**src/acrms_pkg.sv**
```systemverilog
// shared types, constants and helpers for the ac rms current meter
`timescale 1ns / 1ps
`default_nettype none

package acrms_pkg;

   // default adc resolution
   localparam int ADC_BITS_DEF = 12;

   // register and field widths
   localparam int ZP_W      = 16;
   localparam int TARGET_W  = 8;
   localparam int TICK_W    = 20;
   localparam int SCALE_W   = 16;
   localparam int CSR_W     = 20;
   localparam int CSR_IDX_W = 2;
   localparam int SUM_W     = 56;
   localparam int COUNT_W   = 20;
   localparam int RMS_W     = 16;
   localparam int MA_W      = 20;
   localparam int STATUS_W  = 2;
   localparam int OPCODE_W  = 2;

   // q8.8 scale times q.4 rms leaves 12 fraction bits to drop
   localparam int MA_SHIFT = 12;

   // depth of the queue between front and back
   localparam int QUEUE_DEPTH = 4;

   // saturation limits
   localparam logic [SUM_W-1:0]   SUM_MAX   = '1;
   localparam logic [COUNT_W-1:0] COUNT_MAX = '1;
   localparam logic [TICK_W-1:0]  TICK_MAX  = '1;

   // register reset values
   localparam logic [ZP_W-1:0]     ZP_RESET      = 16'd32768;
   localparam logic [TARGET_W-1:0] TARGET_RESET  = 8'd1;
   localparam logic [TICK_W-1:0]   TIMEOUT_RESET = 20'd100000;
   localparam logic [SCALE_W-1:0]  SCALE_RESET   = 16'd1690;

   // input opcodes
   typedef enum logic [OPCODE_W-1:0] {
      OP_START  = 2'd0,
      OP_SAMPLE = 2'd1,
      OP_TICK   = 2'd2
   } op_type;

   // result status codes
   typedef enum logic [STATUS_W-1:0] {
      STAT_DONE      = 2'd0,
      STAT_NO_SIGNAL = 2'd1,
      STAT_PARTIAL   = 2'd2
   } status_type;

   // configuration register indexes
   typedef enum logic [CSR_IDX_W-1:0] {
      CSR_ZERO_POINT   = 2'd0,
      CSR_CYCLE_TARGET = 2'd1,
      CSR_TIMEOUT      = 2'd2,
      CSR_SCALE        = 2'd3
   } csr_idx_type;

   // configuration register file contents
   typedef struct packed {
      logic [ZP_W-1:0]     zero_point_q4;
      logic [TARGET_W-1:0] cycle_target;
      logic [TICK_W-1:0]   timeout_ticks;
      logic [SCALE_W-1:0]  ma_per_count_q8;
   } cfg_type;

   // launch of one rms computation from the back end
   typedef struct packed {
      logic                go;
      logic [SUM_W-1:0]    sum;
      logic [COUNT_W-1:0]  count;
      status_type          status;
   } rms_req_type;

   // width of the q.4 offset magnitude for a given adc resolution
   function automatic int mag_width(input int adc_bits);
      int w;
      w = adc_bits + 4;
      if (w < ZP_W) begin
         w = ZP_W;
      end
      return w;
   endfunction

endpackage

`default_nettype wire

```
**src/acrms_req_if.sv**
```systemverilog
// request channel interface: opcode and adc sample beats
`timescale 1ns / 1ps
`default_nettype none

interface acrms_req_if import acrms_pkg::*; #(
   parameter int ADC_BITS = ADC_BITS_DEF
) ();
   logic                valid;
   logic                ready;
   logic [OPCODE_W-1:0] opcode;
   logic [ADC_BITS-1:0] adc_sample;

   modport source (output valid, output opcode, output adc_sample, input ready);
   modport sink   (input valid, input opcode, input adc_sample, output ready);
endinterface

`default_nettype wire

```
**src/acrms_rsp_if.sv**
```systemverilog
// response channel interface: rms measurement result beats
`timescale 1ns / 1ps
`default_nettype none

interface acrms_rsp_if import acrms_pkg::*; ();
   logic                valid;
   logic                ready;
   logic [RMS_W-1:0]    rms_counts_q4;
   logic [MA_W-1:0]     current_ma;
   logic [COUNT_W-1:0]  sample_total;
   logic [STATUS_W-1:0] status;

   modport source (output valid, output rms_counts_q4, output current_ma,
                   output sample_total, output status, input ready);
   modport sink   (input valid, input rms_counts_q4, input current_ma,
                   input sample_total, input status, output ready);
endinterface

`default_nettype wire

```
**src/acrms_fifo.sv**
```systemverilog
// small register queue between the front and back ends
`timescale 1ns / 1ps
`default_nettype none

module acrms_fifo import acrms_pkg::*; #(
   parameter int WIDTH = 8,
   parameter int DEPTH = QUEUE_DEPTH,
   localparam int PTR_W = (DEPTH > 1) ? $clog2(DEPTH) : 1,
   localparam int CNT_W = $clog2(DEPTH + 1)
) (
   input  wire logic             clock,
   input  wire logic             reset,
   input  wire logic             push,
   input  wire logic [WIDTH-1:0] push_data,
   output logic                  full,
   input  wire logic             pop,
   output logic [WIDTH-1:0]      pop_data,
   output logic                  empty
);

   localparam logic [PTR_W-1:0] PTR_LAST = PTR_W'(DEPTH - 1);
   localparam logic [CNT_W-1:0] CNT_FULL = CNT_W'(DEPTH);

   logic [WIDTH-1:0] slot_ff [DEPTH];
   logic [PTR_W-1:0] wr_ptr_ff, wr_ptr_in;
   logic [PTR_W-1:0] rd_ptr_ff, rd_ptr_in;
   logic [CNT_W-1:0] count_ff, count_in;
   logic             do_push, do_pop;

   // status flags and head of queue
   assign full     = (count_ff == CNT_FULL);
   assign empty    = (count_ff == '0);
   assign pop_data = slot_ff[rd_ptr_ff];
   assign do_push  = push && !full;
   assign do_pop   = pop && !empty;

   // pointer and occupancy update
   always_comb begin
      wr_ptr_in = wr_ptr_ff;
      rd_ptr_in = rd_ptr_ff;
      count_in  = count_ff;
      if (do_push) begin
         wr_ptr_in = (wr_ptr_ff == PTR_LAST) ? '0 : wr_ptr_ff + 1'b1;
      end
      if (do_pop) begin
         rd_ptr_in = (rd_ptr_ff == PTR_LAST) ? '0 : rd_ptr_ff + 1'b1;
      end
      if (do_push && !do_pop) begin
         count_in = count_ff + 1'b1;
      end else if (do_pop && !do_push) begin
         count_in = count_ff - 1'b1;
      end
   end

   // control registers
   always_ff @(posedge clock) begin
      if (reset) begin
         wr_ptr_ff <= '0;
         rd_ptr_ff <= '0;
         count_ff  <= '0;
      end else begin
         wr_ptr_ff <= wr_ptr_in;
         rd_ptr_ff <= rd_ptr_in;
         count_ff  <= count_in;
      end
   end

   // storage slots
   always_ff @(posedge clock) begin
      if (do_push) begin
         slot_ff[wr_ptr_ff] <= push_data;
      end
   end

endmodule

`default_nettype wire

```
**src/acrms_front.sv**
```systemverilog
// front end: accepts request beats, drops unknown opcodes, precomputes offsets
`timescale 1ns / 1ps
`default_nettype none

module acrms_front import acrms_pkg::*; #(
   parameter int ADC_BITS = ADC_BITS_DEF,
   localparam int MAG_W   = mag_width(ADC_BITS),
   localparam int ENTRY_W = OPCODE_W + 1 + MAG_W
) (
   acrms_req_if.sink          req_ch,
   input  wire cfg_type       cfg,
   input  wire logic          q_full,
   output logic               q_push,
   output logic [ENTRY_W-1:0] q_data
);

   localparam int ZP_INT_W = ZP_W - 4;
   localparam int CMP_W    = (ADC_BITS > ZP_INT_W) ? ADC_BITS : ZP_INT_W;

   logic             accept;
   logic [MAG_W-1:0] smp_q4, zp_ext, mag;
   logic [CMP_W-1:0] smp_cmp, zp_int;
   logic             below;

   // handshake
   assign req_ch.ready = !q_full;
   assign accept       = req_ch.valid && req_ch.ready;

   // q.4 offset magnitude from the zero point
   assign smp_q4 = MAG_W'({req_ch.adc_sample, 4'b0000});
   assign zp_ext = MAG_W'(cfg.zero_point_q4);
   assign mag    = (smp_q4 >= zp_ext) ? (smp_q4 - zp_ext) : (zp_ext - smp_q4);

   // half-wave class against the integer zero point
   assign smp_cmp = CMP_W'(req_ch.adc_sample);
   assign zp_int  = CMP_W'(cfg.zero_point_q4[ZP_W-1:4]);
   assign below   = (smp_cmp < zp_int);

   // only known opcodes go on to the back end
   always_comb begin
      case (op_type'(req_ch.opcode))
         OP_START, OP_SAMPLE, OP_TICK: begin
            q_push = accept;
         end
         default: begin
            q_push = 1'b0;
         end
      endcase
   end

   assign q_data = {req_ch.opcode, below, mag};

endmodule

`default_nettype wire

```
**src/acrms_core.sv**
```systemverilog
// back end: sync, accumulation and timeout sequencing of one measurement
`timescale 1ns / 1ps
`default_nettype none

module acrms_core import acrms_pkg::*; #(
   parameter int ADC_BITS = ADC_BITS_DEF,
   localparam int MAG_W   = mag_width(ADC_BITS),
   localparam int ENTRY_W = OPCODE_W + 1 + MAG_W
) (
   input  wire logic               clock,
   input  wire logic               reset,
   input  wire cfg_type            cfg,
   input  wire logic               q_empty,
   input  wire logic [ENTRY_W-1:0] q_data,
   output logic                    q_pop,
   input  wire logic               rms_idle,
   output rms_req_type             rms_req
);

   localparam int SQ_W = 2 * MAG_W;

   typedef enum logic [1:0] {
      PH_IDLE,
      PH_BELOW,
      PH_RISE,
      PH_ACC
   } phase_type;

   phase_type            phase_ff, phase_in;
   logic [SUM_W-1:0]     sum_ff, sum_in;
   logic [COUNT_W-1:0]   count_ff, count_in;
   logic [TARGET_W-1:0]  cycles_ff, cycles_in;
   logic                 neg_ff, neg_in;
   logic [TICK_W-1:0]    ticks_ff, ticks_in;
   rms_req_type          rms_req_ff, rms_req_in;

   logic [OPCODE_W-1:0]  head_op;
   logic                 head_below;
   logic [MAG_W-1:0]     head_mag;
   logic [SQ_W-1:0]      square;
   logic [SUM_W:0]       sum_add;
   logic [SUM_W-1:0]     sum_sat;
   logic [TARGET_W-1:0]  target;
   logic                 emit;
   status_type           emit_status;

   // queue head fields
   assign {head_op, head_below, head_mag} = q_data;

   // squared offset and saturating sum
   assign square  = head_mag * head_mag;
   assign sum_add = {1'b0, sum_ff} + (SUM_W + 1)'(square);
   assign sum_sat = sum_add[SUM_W] ? SUM_MAX : sum_add[SUM_W-1:0];

   // a zero cycle target counts as one
   assign target = (cfg.cycle_target == '0) ? TARGET_W'(1) : cfg.cycle_target;

   // next measurement state for the beat at the queue head
   always_comb begin
      phase_in    = phase_ff;
      sum_in      = sum_ff;
      count_in    = count_ff;
      cycles_in   = cycles_ff;
      neg_in      = neg_ff;
      ticks_in    = ticks_ff;
      emit        = 1'b0;
      emit_status = STAT_DONE;
      case (op_type'(head_op))
         OP_START: begin
            phase_in  = PH_BELOW;
            sum_in    = '0;
            count_in  = '0;
            cycles_in = '0;
            neg_in    = 1'b0;
            ticks_in  = '0;
         end
         OP_SAMPLE: begin
            case (phase_ff)
               PH_BELOW: begin
                  if (head_below) begin
                     phase_in = PH_RISE;
                  end
               end
               PH_RISE: begin
                  if (!head_below) begin
                     phase_in = PH_ACC;
                  end
               end
               PH_ACC: begin
                  if (count_ff != COUNT_MAX) begin
                     sum_in   = sum_sat;
                     count_in = count_ff + 1'b1;
                  end
                  if (head_below) begin
                     neg_in = 1'b1;
                  end else if (neg_ff) begin
                     neg_in    = 1'b0;
                     cycles_in = cycles_ff + 1'b1;
                     if (cycles_in >= target) begin
                        emit        = 1'b1;
                        emit_status = STAT_DONE;
                        phase_in    = PH_IDLE;
                     end
                  end
               end
               default: begin
               end
            endcase
         end
         OP_TICK: begin
            if (phase_ff != PH_IDLE) begin
               if (ticks_ff != TICK_MAX) begin
                  ticks_in = ticks_ff + 1'b1;
               end
               if (ticks_in > cfg.timeout_ticks) begin
                  emit        = 1'b1;
                  emit_status = (phase_ff == PH_ACC) ? STAT_PARTIAL : STAT_NO_SIGNAL;
                  phase_in    = PH_IDLE;
               end
            end
         end
         default: begin
         end
      endcase
   end

   // a beat that ends a measurement waits until the rms unit is free
   assign q_pop = !q_empty && (!emit || (rms_idle && !rms_req_ff.go));

   // rms launch
   always_comb begin
      rms_req_in        = rms_req_ff;
      rms_req_in.go     = 1'b0;
      if (q_pop && emit) begin
         rms_req_in.go     = 1'b1;
         rms_req_in.sum    = sum_in;
         rms_req_in.count  = count_in;
         rms_req_in.status = emit_status;
      end
   end

   // measurement state and launch register
   always_ff @(posedge clock) begin
      if (reset) begin
         phase_ff      <= PH_IDLE;
         sum_ff        <= '0;
         count_ff      <= '0;
         cycles_ff     <= '0;
         neg_ff        <= 1'b0;
         ticks_ff      <= '0;
         rms_req_ff.go <= 1'b0;
      end else begin
         if (q_pop) begin
            phase_ff  <= phase_in;
            sum_ff    <= sum_in;
            count_ff  <= count_in;
            cycles_ff <= cycles_in;
            neg_ff    <= neg_in;
            ticks_ff  <= ticks_in;
         end
         rms_req_ff <= rms_req_in;
      end
   end

   assign rms_req = rms_req_ff;

endmodule

`default_nettype wire

```
**src/acrms_rms.sv**
```systemverilog
// rms unit: serial divide, serial square root, scaling and result register
`timescale 1ns / 1ps
`default_nettype none

module acrms_rms import acrms_pkg::*; (
   input  wire logic         clock,
   input  wire logic         reset,
   input  wire cfg_type      cfg,
   input  wire rms_req_type  rms_req,
   output logic              rms_idle,
   acrms_rsp_if.source       rsp_ch
);

   localparam int ROOT_W = SUM_W / 2;
   localparam int RREM_W = ROOT_W + 1;
   localparam int CNT_W  = $clog2(SUM_W);
   localparam int PROD_W = RMS_W + SCALE_W;

   typedef enum logic [2:0] {
      S_IDLE,
      S_DIV,
      S_ROOT,
      S_SCALE,
      S_HOLD
   } state_type;

   state_type           state_ff, state_in;
   logic [CNT_W-1:0]    cnt_ff, cnt_in;
   logic [SUM_W-1:0]    quo_ff, quo_in;
   logic [COUNT_W-1:0]  rem_ff, rem_in;
   logic [COUNT_W-1:0]  div_ff, div_in;
   logic [ROOT_W-1:0]   root_ff, root_in;
   logic [RREM_W-1:0]   rrem_ff, rrem_in;
   logic [RMS_W-1:0]    rms_ff, rms_in;
   logic [MA_W-1:0]     ma_ff, ma_in;
   status_type          status_ff, status_in;
   logic                out_valid_ff, out_valid_in;
   logic [RMS_W-1:0]    out_rms_ff, out_rms_in;
   logic [MA_W-1:0]     out_ma_ff, out_ma_in;
   logic [COUNT_W-1:0]  out_total_ff, out_total_in;
   status_type          out_status_ff, out_status_in;

   logic [COUNT_W:0]    div_trial;
   logic                div_ge;
   logic [RREM_W+1:0]   root_trial_rem, root_trial;
   logic                root_ge;
   logic [PROD_W-1:0]   prod;
   logic                slot_free;

   // divide step: one quotient bit per cycle
   assign div_trial = {rem_ff, quo_ff[SUM_W-1]};
   assign div_ge    = (div_trial >= {1'b0, div_ff});

   // root step: one root bit per cycle, two radicand bits consumed
   assign root_trial_rem = {rrem_ff, quo_ff[SUM_W-1 -: 2]};
   assign root_trial     = (RREM_W + 2)'({root_ff, 2'b01});
   assign root_ge        = (root_trial_rem >= root_trial);

   // q.4 rms times q8.8 scale, 12 fraction bits dropped, fits the ma field
   assign prod = rms_ff * cfg.ma_per_count_q8;

   assign slot_free = !out_valid_ff || rsp_ch.ready;
   assign rms_idle  = (state_ff == S_IDLE);

   // sequencer
   always_comb begin
      state_in      = state_ff;
      cnt_in        = cnt_ff;
      quo_in        = quo_ff;
      rem_in        = rem_ff;
      div_in        = div_ff;
      root_in       = root_ff;
      rrem_in       = rrem_ff;
      rms_in        = rms_ff;
      ma_in         = ma_ff;
      status_in     = status_ff;
      out_valid_in  = out_valid_ff && !rsp_ch.ready;
      out_rms_in    = out_rms_ff;
      out_ma_in     = out_ma_ff;
      out_total_in  = out_total_ff;
      out_status_in = out_status_ff;
      case (state_ff)
         S_IDLE: begin
            if (rms_req.go) begin
               quo_in    = rms_req.sum;
               rem_in    = '0;
               div_in    = rms_req.count;
               status_in = rms_req.status;
               cnt_in    = CNT_W'(SUM_W - 1);
               if (rms_req.count == '0) begin
                  rms_in   = '0;
                  state_in = S_SCALE;
               end else begin
                  state_in = S_DIV;
               end
            end
         end
         S_DIV: begin
            if (div_ge) begin
               rem_in = COUNT_W'(div_trial - {1'b0, div_ff});
            end else begin
               rem_in = div_trial[COUNT_W-1:0];
            end
            quo_in = {quo_ff[SUM_W-2:0], div_ge};
            cnt_in = cnt_ff - 1'b1;
            if (cnt_ff == '0) begin
               root_in  = '0;
               rrem_in  = '0;
               cnt_in   = CNT_W'(ROOT_W - 1);
               state_in = S_ROOT;
            end
         end
         S_ROOT: begin
            if (root_ge) begin
               rrem_in = RREM_W'(root_trial_rem - root_trial);
            end else begin
               rrem_in = root_trial_rem[RREM_W-1:0];
            end
            root_in = {root_ff[ROOT_W-2:0], root_ge};
            quo_in  = {quo_ff[SUM_W-3:0], 2'b00};
            cnt_in  = cnt_ff - 1'b1;
            if (cnt_ff == '0) begin
               rms_in   = (|root_in[ROOT_W-1:RMS_W]) ? '1 : root_in[RMS_W-1:0];
               state_in = S_SCALE;
            end
         end
         S_SCALE: begin
            ma_in    = MA_W'(prod[PROD_W-1:MA_SHIFT]);
            state_in = S_HOLD;
         end
         S_HOLD: begin
            if (slot_free) begin
               out_valid_in  = 1'b1;
               out_rms_in    = rms_ff;
               out_ma_in     = ma_ff;
               out_total_in  = div_ff;
               out_status_in = status_ff;
               state_in      = S_IDLE;
            end
         end
         default: begin
            state_in = S_IDLE;
         end
      endcase
   end

   // state, datapath and output registers
   always_ff @(posedge clock) begin
      if (reset) begin
         state_ff     <= S_IDLE;
         out_valid_ff <= 1'b0;
      end else begin
         state_ff     <= state_in;
         out_valid_ff <= out_valid_in;
      end
      cnt_ff        <= cnt_in;
      quo_ff        <= quo_in;
      rem_ff        <= rem_in;
      div_ff        <= div_in;
      root_ff       <= root_in;
      rrem_ff       <= rrem_in;
      rms_ff        <= rms_in;
      ma_ff         <= ma_in;
      status_ff     <= status_in;
      out_rms_ff    <= out_rms_in;
      out_ma_ff     <= out_ma_in;
      out_total_ff  <= out_total_in;
      out_status_ff <= out_status_in;
   end

   // response channel
   assign rsp_ch.valid         = out_valid_ff;
   assign rsp_ch.rms_counts_q4 = out_rms_ff;
   assign rsp_ch.current_ma    = out_ma_ff;
   assign rsp_ch.sample_total  = out_total_ff;
   assign rsp_ch.status        = out_status_ff;

endmodule

`default_nettype wire

```
**src/ac_rms_current_meter.sv**
```systemverilog
// top level of the ac rms current meter
// Usage: beats on req_ch carry an opcode (start, adc sample, tick) and a sample.
// A start beat arms a measurement; samples sync to a rising zero crossing, then
// squared offsets are summed until cycle_target cycles are seen. Ticks drive the
// timeout. One beat on rsp_ch carries each finished measurement.
// Throughput: one request beat per cycle while the queue is not full; a four-entry
// queue parts the front end from the back end, which takes one beat per cycle from
// the queue unless a beat that ends a measurement waits for the rms unit.
// Result path: the beat that ends a measurement passes the queue and the launch
// register, then serial division, serial square root, scaling and the output
// register in the rms unit. Results with no samples skip the division and root.
// While the rms unit is busy, request beats are still taken; a beat that would
// end a further measurement waits at the queue head until the unit is free.
// A stalled receiver holds the result in the output register; a following
// result waits inside the rms unit, and the queue then fills and drops ready.
// Reset is synchronous and active high: the meter goes idle, the queue empties
// and all csr registers return to their defaults. Csr writes take effect at
// once and are meant for idle periods.
`timescale 1ns / 1ps
`default_nettype none

module ac_rms_current_meter import acrms_pkg::*; #(
   parameter int ADC_BITS = ADC_BITS_DEF
) (
   input  wire logic                 clock,
   input  wire logic                 reset,
   acrms_req_if.sink                 req_ch,
   acrms_rsp_if.source               rsp_ch,
   input  wire logic                 csr_wr_en,
   input  wire logic [CSR_IDX_W-1:0] csr_index,
   input  wire logic [CSR_W-1:0]     csr_wr_data
);

   localparam int MAG_W   = mag_width(ADC_BITS);
   localparam int ENTRY_W = OPCODE_W + 1 + MAG_W;

   cfg_type             cfg_ff, cfg_in;
   logic                q_push, q_full, q_pop, q_empty;
   logic [ENTRY_W-1:0]  q_push_data, q_pop_data;
   logic                rms_idle;
   rms_req_type         rms_req;

   // csr write decode
   always_comb begin
      cfg_in = cfg_ff;
      if (csr_wr_en) begin
         case (csr_idx_type'(csr_index))
            CSR_ZERO_POINT: begin
               cfg_in.zero_point_q4 = csr_wr_data[ZP_W-1:0];
            end
            CSR_CYCLE_TARGET: begin
               cfg_in.cycle_target = csr_wr_data[TARGET_W-1:0];
            end
            CSR_TIMEOUT: begin
               cfg_in.timeout_ticks = csr_wr_data[TICK_W-1:0];
            end
            CSR_SCALE: begin
               cfg_in.ma_per_count_q8 = csr_wr_data[SCALE_W-1:0];
            end
            default: begin
            end
         endcase
      end
   end

   // csr registers
   always_ff @(posedge clock) begin
      if (reset) begin
         cfg_ff.zero_point_q4   <= ZP_RESET;
         cfg_ff.cycle_target    <= TARGET_RESET;
         cfg_ff.timeout_ticks   <= TIMEOUT_RESET;
         cfg_ff.ma_per_count_q8 <= SCALE_RESET;
      end else begin
         cfg_ff <= cfg_in;
      end
   end

   // front end
   acrms_front #(
      .ADC_BITS (ADC_BITS)
   ) u_front (
      .req_ch (req_ch),
      .cfg    (cfg_ff),
      .q_full (q_full),
      .q_push (q_push),
      .q_data (q_push_data)
   );

   // queue between front and back
   acrms_fifo #(
      .WIDTH (ENTRY_W),
      .DEPTH (QUEUE_DEPTH)
   ) u_fifo (
      .clock     (clock),
      .reset     (reset),
      .push      (q_push),
      .push_data (q_push_data),
      .full      (q_full),
      .pop       (q_pop),
      .pop_data  (q_pop_data),
      .empty     (q_empty)
   );

   // back end sequencing
   acrms_core #(
      .ADC_BITS (ADC_BITS)
   ) u_core (
      .clock    (clock),
      .reset    (reset),
      .cfg      (cfg_ff),
      .q_empty  (q_empty),
      .q_data   (q_pop_data),
      .q_pop    (q_pop),
      .rms_idle (rms_idle),
      .rms_req  (rms_req)
   );

   // rms computation and result register
   acrms_rms u_rms (
      .clock    (clock),
      .reset    (reset),
      .cfg      (cfg_ff),
      .rms_req  (rms_req),
      .rms_idle (rms_idle),
      .rsp_ch   (rsp_ch)
   );

endmodule

`default_nettype wire

```
**src/flat_wrapper.sv**
```systemverilog
// flat-port wrapper written by rule: the top's interface ports become plain ports
module ac_rms_current_meter_flat import acrms_pkg::*;
#(
   parameter int ADC_BITS = ADC_BITS_DEF
)
  (clock, reset, csr_wr_en, csr_index, csr_wr_data, req_ch_valid, req_ch_opcode, req_ch_adc_sample, req_ch_ready, rsp_ch_valid, rsp_ch_rms_counts_q4, rsp_ch_current_ma, rsp_ch_sample_total, rsp_ch_status, rsp_ch_ready);
  acrms_req_if #(.ADC_BITS(ADC_BITS)) req_ch_i ();
  acrms_rsp_if rsp_ch_i ();
  input  wire logic clock;
  input  wire logic reset;
  input  wire logic csr_wr_en;
  input  wire logic [CSR_IDX_W-1:0] csr_index;
  input  wire logic [CSR_W-1:0] csr_wr_data;
  input wire logic [$bits(req_ch_i.valid)-1:0] req_ch_valid;
  input wire logic [$bits(req_ch_i.opcode)-1:0] req_ch_opcode;
  input wire logic [$bits(req_ch_i.adc_sample)-1:0] req_ch_adc_sample;
  output wire logic [$bits(req_ch_i.ready)-1:0] req_ch_ready;
  output wire logic [$bits(rsp_ch_i.valid)-1:0] rsp_ch_valid;
  output wire logic [$bits(rsp_ch_i.rms_counts_q4)-1:0] rsp_ch_rms_counts_q4;
  output wire logic [$bits(rsp_ch_i.current_ma)-1:0] rsp_ch_current_ma;
  output wire logic [$bits(rsp_ch_i.sample_total)-1:0] rsp_ch_sample_total;
  output wire logic [$bits(rsp_ch_i.status)-1:0] rsp_ch_status;
  input wire logic [$bits(rsp_ch_i.ready)-1:0] rsp_ch_ready;
  assign req_ch_i.valid = req_ch_valid;
  assign req_ch_i.opcode = req_ch_opcode;
  assign req_ch_i.adc_sample = req_ch_adc_sample;
  assign req_ch_ready = req_ch_i.ready;
  assign rsp_ch_valid = rsp_ch_i.valid;
  assign rsp_ch_rms_counts_q4 = rsp_ch_i.rms_counts_q4;
  assign rsp_ch_current_ma = rsp_ch_i.current_ma;
  assign rsp_ch_sample_total = rsp_ch_i.sample_total;
  assign rsp_ch_status = rsp_ch_i.status;
  assign rsp_ch_i.ready = rsp_ch_ready;
  ac_rms_current_meter #(.ADC_BITS(ADC_BITS)) u_core (.clock(clock), .reset(reset), .req_ch(req_ch_i), .rsp_ch(rsp_ch_i), .csr_wr_en(csr_wr_en), .csr_index(csr_index), .csr_wr_data(csr_wr_data));
endmodule
```
**config.mk**
```make
export PLATFORM = sky130hd
export DESIGN_NAME = ac_rms_current_meter_flat
export DESIGN_NICKNAME = d
export VERILOG_FILES = /design/src/acrms_pkg.sv /design/src/acrms_req_if.sv /design/src/acrms_rsp_if.sv /design/src/acrms_fifo.sv /design/src/acrms_front.sv /design/src/acrms_core.sv /design/src/acrms_rms.sv /design/src/ac_rms_current_meter.sv /design/src/flat_wrapper.sv
export SDC_FILE = /design/constraint.sdc
export NUM_CORES = 2
export LEC_CHECK = 0
export BUFFER_PORTS_ARGS = -buffer_cell sky130_fd_sc_hd__clkbuf_2
export CAP_MARGIN = 20
export CORE_ASPECT_RATIO = 0.5
export CORE_UTILIZATION = 50
export DETAILED_ROUTE_END_ITERATION = 6
export PLACE_DENSITY_LB_ADDON = 0.05
export SLEW_MARGIN = 5
export SYNTH_ARGS = -nofsm -noshare
export SYNTH_HDL_FRONTEND = slang
export SYNTH_SLANG_ARGS = --single-unit
export TNS_END_PERCENT = 10
```
**constraint.sdc**
```tcl
create_clock -name clock -period 17.6 [get_ports clock]
set_clock_uncertainty 0.2 [all_clocks]
set_input_delay 1.76 -clock clock [delete_from_list [all_inputs] [get_ports clock]]
set_output_delay 1.76 -clock clock [all_outputs]
set_load 0.05 [all_outputs]
```
==> run metrics <==
status finished clean; critical path capture point u_core.u_core.rms_req[26]; I/O Buffers 100; slowest stage delay, CP 0.81 ns; max-slew violations 0; first-pass GRT wire length 185,000 microns; most frequent CP cell fa_1; min Tclk post-route 9.15 ns; setup TNS 0 ns; r2r endpoint u_core.u_core.rms_req[26]; Worst Hold Class flop to flop; RSZ-0062 raised after global routing no; Reg2Reg Depth 26; reg2reg setup slack 8.45 ns; Achievable Freq 109 MHz; Mapped Avg Cell Area 9.59 sq um; Slew @ Worst Pin 1.15 ns; drt pass-1 iters 5; CTS Root Buffer Type clkbuf_16; Core Box Area 89,000 sq um; area delta synth->final 7.83%; CTS resizes 0; # clock sinks 590; CTS clock-pin slew for the worst setup and hold paths 0.06 ns; ant diodes 0; CTS tree yes; EDFF count, synth 409; num ports 101; Max Cap Viol 0; H-tree depth 2; maximum fanout along the worst path 24; dpl hpwl 84,200 microns; vias in the first global route 34.0k; delay-heaviest family, CP adder cells; Residual DRC 0; Setup crit start kind flop; fraction of layout cells with a size suffix above 1 0.0714; Nets 5,472; Rows 77; Die ar. 92,000 sq um; gr usage total 0.252; # setup viols final 0; Slowest cell on crit path o21ai_0; Non-Filler Instances 5,947; required time worst endpoint 17.78 ns; wirelength, routed 113,000 microns; placed cells 5,835; Buf+Inv Stages, Crit Path 6; CP Capture Type flop; CP Class flop to flop; synthesized net count 5,487; Syn Std Cell Area 45,300 sq um; Rel. slew slack 0.228; crit path DAT 9.33 ns; #FFs+latches synth 590; Ys Warns 0; register area share after synthesis 0.351; via count 33.0k; CTS buffer count 58; Filler cells 8,055; antenna-violating nets left 0; synth unique cells 86; Iteration-0 DRC Markers 2,213; Top FF cell, synth edfxtp_1; clock buffer depth 3; Chip Width 428 microns; Post-CTS Setup Inserts 0; routability congestion estimate 0.885; Async SR Flop Fraction 0; WL/cell 19.1 microns; period utilisation layout 0.520; initial core utilization 0.509; CTS Hold Bufs 0; Worst path depth 26; largest net degree at the start of global routing 79; Cells after Synth 4,728; Worst-Skew Late Latency 0.68 ns; DR vias/cell 5.56; initial antenna violation count 0; grt ovf 0; Final Hold Fails 0; Die Height 215 microns
==> metrics by stage <==
stage	utilization	worst slack [ns]	area [sq um]	hold slack [ns]
floorplan	-	7.57	45300	0.200
detailed placement	0.526	8.51	46800	0.205
finish	0.549	8.45	48900	0.219
global placement	0.526	8.54	46800	0.203
global route	0.549	7.88	48900	0.230
CTS	0.549	8.50	48800	0.220
==> registers in the layout, indices dropped and copies added, names as in the netlist, 6 cells and up, named ones only <==
| signal | flops |
|---|---|
| u_core.u_rms.div_ff | 20 |
| u_core.u_rms.root_ff | 28 |
| u_core.u_rms.rem_ff | 20 |
| u_core.u_core.cycles_ff | 8 |
| u_core.u_fifo.slot_ff | 76 |
| u_core.u_core.count_ff | 20 |
| u_core.u_rms.cnt_ff | 6 |
| u_core.u_rms.rms_ff | 16 |
| u_core.u_rms.ma_ff | 20 |
| u_core.u_core.sum_ff | 56 |
| u_core.u_rms.quo_ff | 56 |
| u_core.u_rms.rsp_ch.sample_total | 20 |
| u_core.u_rms.rsp_ch.current_ma | 20 |
| u_core.u_core.ticks_ff | 20 |
| u_core.u_rms.rrem_ff | 29 |
| u_core.cfg_ff | 60 |
| u_core.u_core.rms_req | 79 |
| u_core.u_rms.rsp_ch.rms_counts_q4 | 16 |
==> layout by cell type, fill, tap and decap left out, drive strengths merged, types with 10 or more instances in the layout <==
| cell | count |
|---|---|
| inv | 706 |
| nand2 | 687 |
| edfxtp | 409 |
| fa | 390 |
| ha | 328 |
| nor2 | 319 |
| a21oi | 267 |
| dfxtp | 181 |
| clkbuf | 172 |
| and2 | 139 |
| o21ai | 122 |
| nand3 | 100 |
| xnor2 | 91 |
| a22oi | 67 |
| a21o | 64 |
| nor3 | 62 |
| mux2i | 59 |
| xor2 | 42 |
| buf | 41 |
| and3 | 35 |
| nand4 | 33 |
| a31oi | 32 |
| o21a | 30 |
| or2 | 29 |
| a211oi | 29 |
| nor2b | 21 |
| o211ai | 19 |
| nand2b | 19 |
| nor4 | 19 |
| o31ai | 16 |
| clkinv | 16 |
| mux2 | 15 |
| o21bai | 14 |
| mux4 | 13 |
| o22ai | 12 |
| or3 | 11 |
| a31o | 11 |
| a211o | 10 |
==> cell usage after synthesis, drive strengths merged, types with 10 or more instances <==
cell	instances	area share
inv	699	0.058
nand2	687	0.057
edfxtp	409	0.27
fa	390	0.17
ha	328	0.091
nor2	319	0.027
a21oi	267	0.029
dfxtp	181	0.080
clkbuf	174	0.014
and2	139	0.019
o21ai	122	0.013
nand3	100	0.011
xnor2	91	0.018
a22oi	67	0.011
a21o	64	0.011
nor3	62	0.0068
mux2i	59	0.013
xor2	42	0.0081
buf	41	0.0042
and3	35	0.0052
nand4	33	0.0046
a31oi	32	0.0046
o21a	30	0.0050
a211oi	29	0.0052
or2	29	0.0040
nor2b	21	0.0029
nand2b	19	0.0026
nor4	19	0.0026
o211ai	19	0.0031
o31ai	16	0.0026
mux2	15	0.0037
o21bai	14	0.0023
mux4	13	0.0065
o22ai	12	0.0017
a31o	11	0.0021
or3	11	0.0015
a211o	10	0.0019
==> worst min-delay path by stage <==
stage	startpoint	end	slack, ns	cells after the start
3_5_place_dp	u_core.u_rms.ma_ff[7]	u_core.u_rms.rsp_ch.current_ma[7]	0.20	0
5_1_grt	u_core.u_rms.ma_ff[5]	u_core.u_rms.rsp_ch.current_ma[5]	0.23	0
2_1_floorplan	u_core.u_rms.ma_ff[0]	u_core.u_rms.rsp_ch.current_ma[0]	0.20	0
6_report	u_core.u_rms.ma_ff[7]	u_core.u_rms.rsp_ch.current_ma[7]	0.22	0
4_1_cts	u_core.u_rms.ma_ff[7]	u_core.u_rms.rsp_ch.current_ma[7]	0.22	0
3_3_place_gp	u_core.u_rms.ma_ff[5]	u_core.u_rms.rsp_ch.current_ma[5]	0.20	0
==> logic make-up (layout without fill, tap and decap cells) <==
family / after synthesis / count (layout) / share of synthesized area
and+or+nand+nor: 1497 / 1497 / 0.148
buffers and inverters: 914 / 948 / 0.0765
AOI/OAI and AO/OA: 789 / 789 / 0.113
adders and majority gates: 718 / 718 / 0.263
DFF: 590 / 590 / 0.351
xor gates and xnor gates: 133 / 133 / 0.0257
muxes: 87 / 87 / 0.0232
==> metal layers <==
layer	wire, microns	vias up	global-route usage
li1	-	15700	-
met1	51400	16400	0.344
met2	53700	754	0.425
met3	6110	120	0.0376
met4	2140	0	0.0554
met5	0	-	0
==> final cells by class <==
| type | count | area [sq um] | area share |
|---|---|---|---|
| sequential | 590 | 15900 | 0.325 |
| multi-input combinational | 3224 | 26000 | 0.533 |
| clock inverter | 36 | 400 | 0.00819 |
| timing repair buffer | 140 | 826 | 0.0169 |
| inverter | 699 | 2620 | 0.0537 |
| clock buffer | 73 | 1610 | 0.0330 |
| tap | 1185 | 1480 | 0.0303 |
==> worst reg2reg max path, cell delays in order (launching register included) <==
cell	delay, ns
dfxtp_1	0.36
buf_4	0.39
mux2_2	0.43
o21ai_0	0.81
nor2_1	0.32
fa_1	0.58
inv_1	0.06
fa_1	0.54
inv_1	0.06
fa_1	0.50
fa_1	0.53
fa_1	0.54
inv_1	0.05
fa_1	0.52
inv_1	0.04
ha_1	0.36
a21o_1	0.20
a21o_1	0.17
a21oi_1	0.39
nor3_1	0.10
a21oi_1	0.27
nand2_1	0.26
a21oi_1	0.54
buf_4	0.28
nand2_1	0.11
a21oi_1	0.15
o21ai_0	0.12
Power is not shown: default switching activity piles up to over one toggle a cycle in this logic, so the estimate is an artifact.
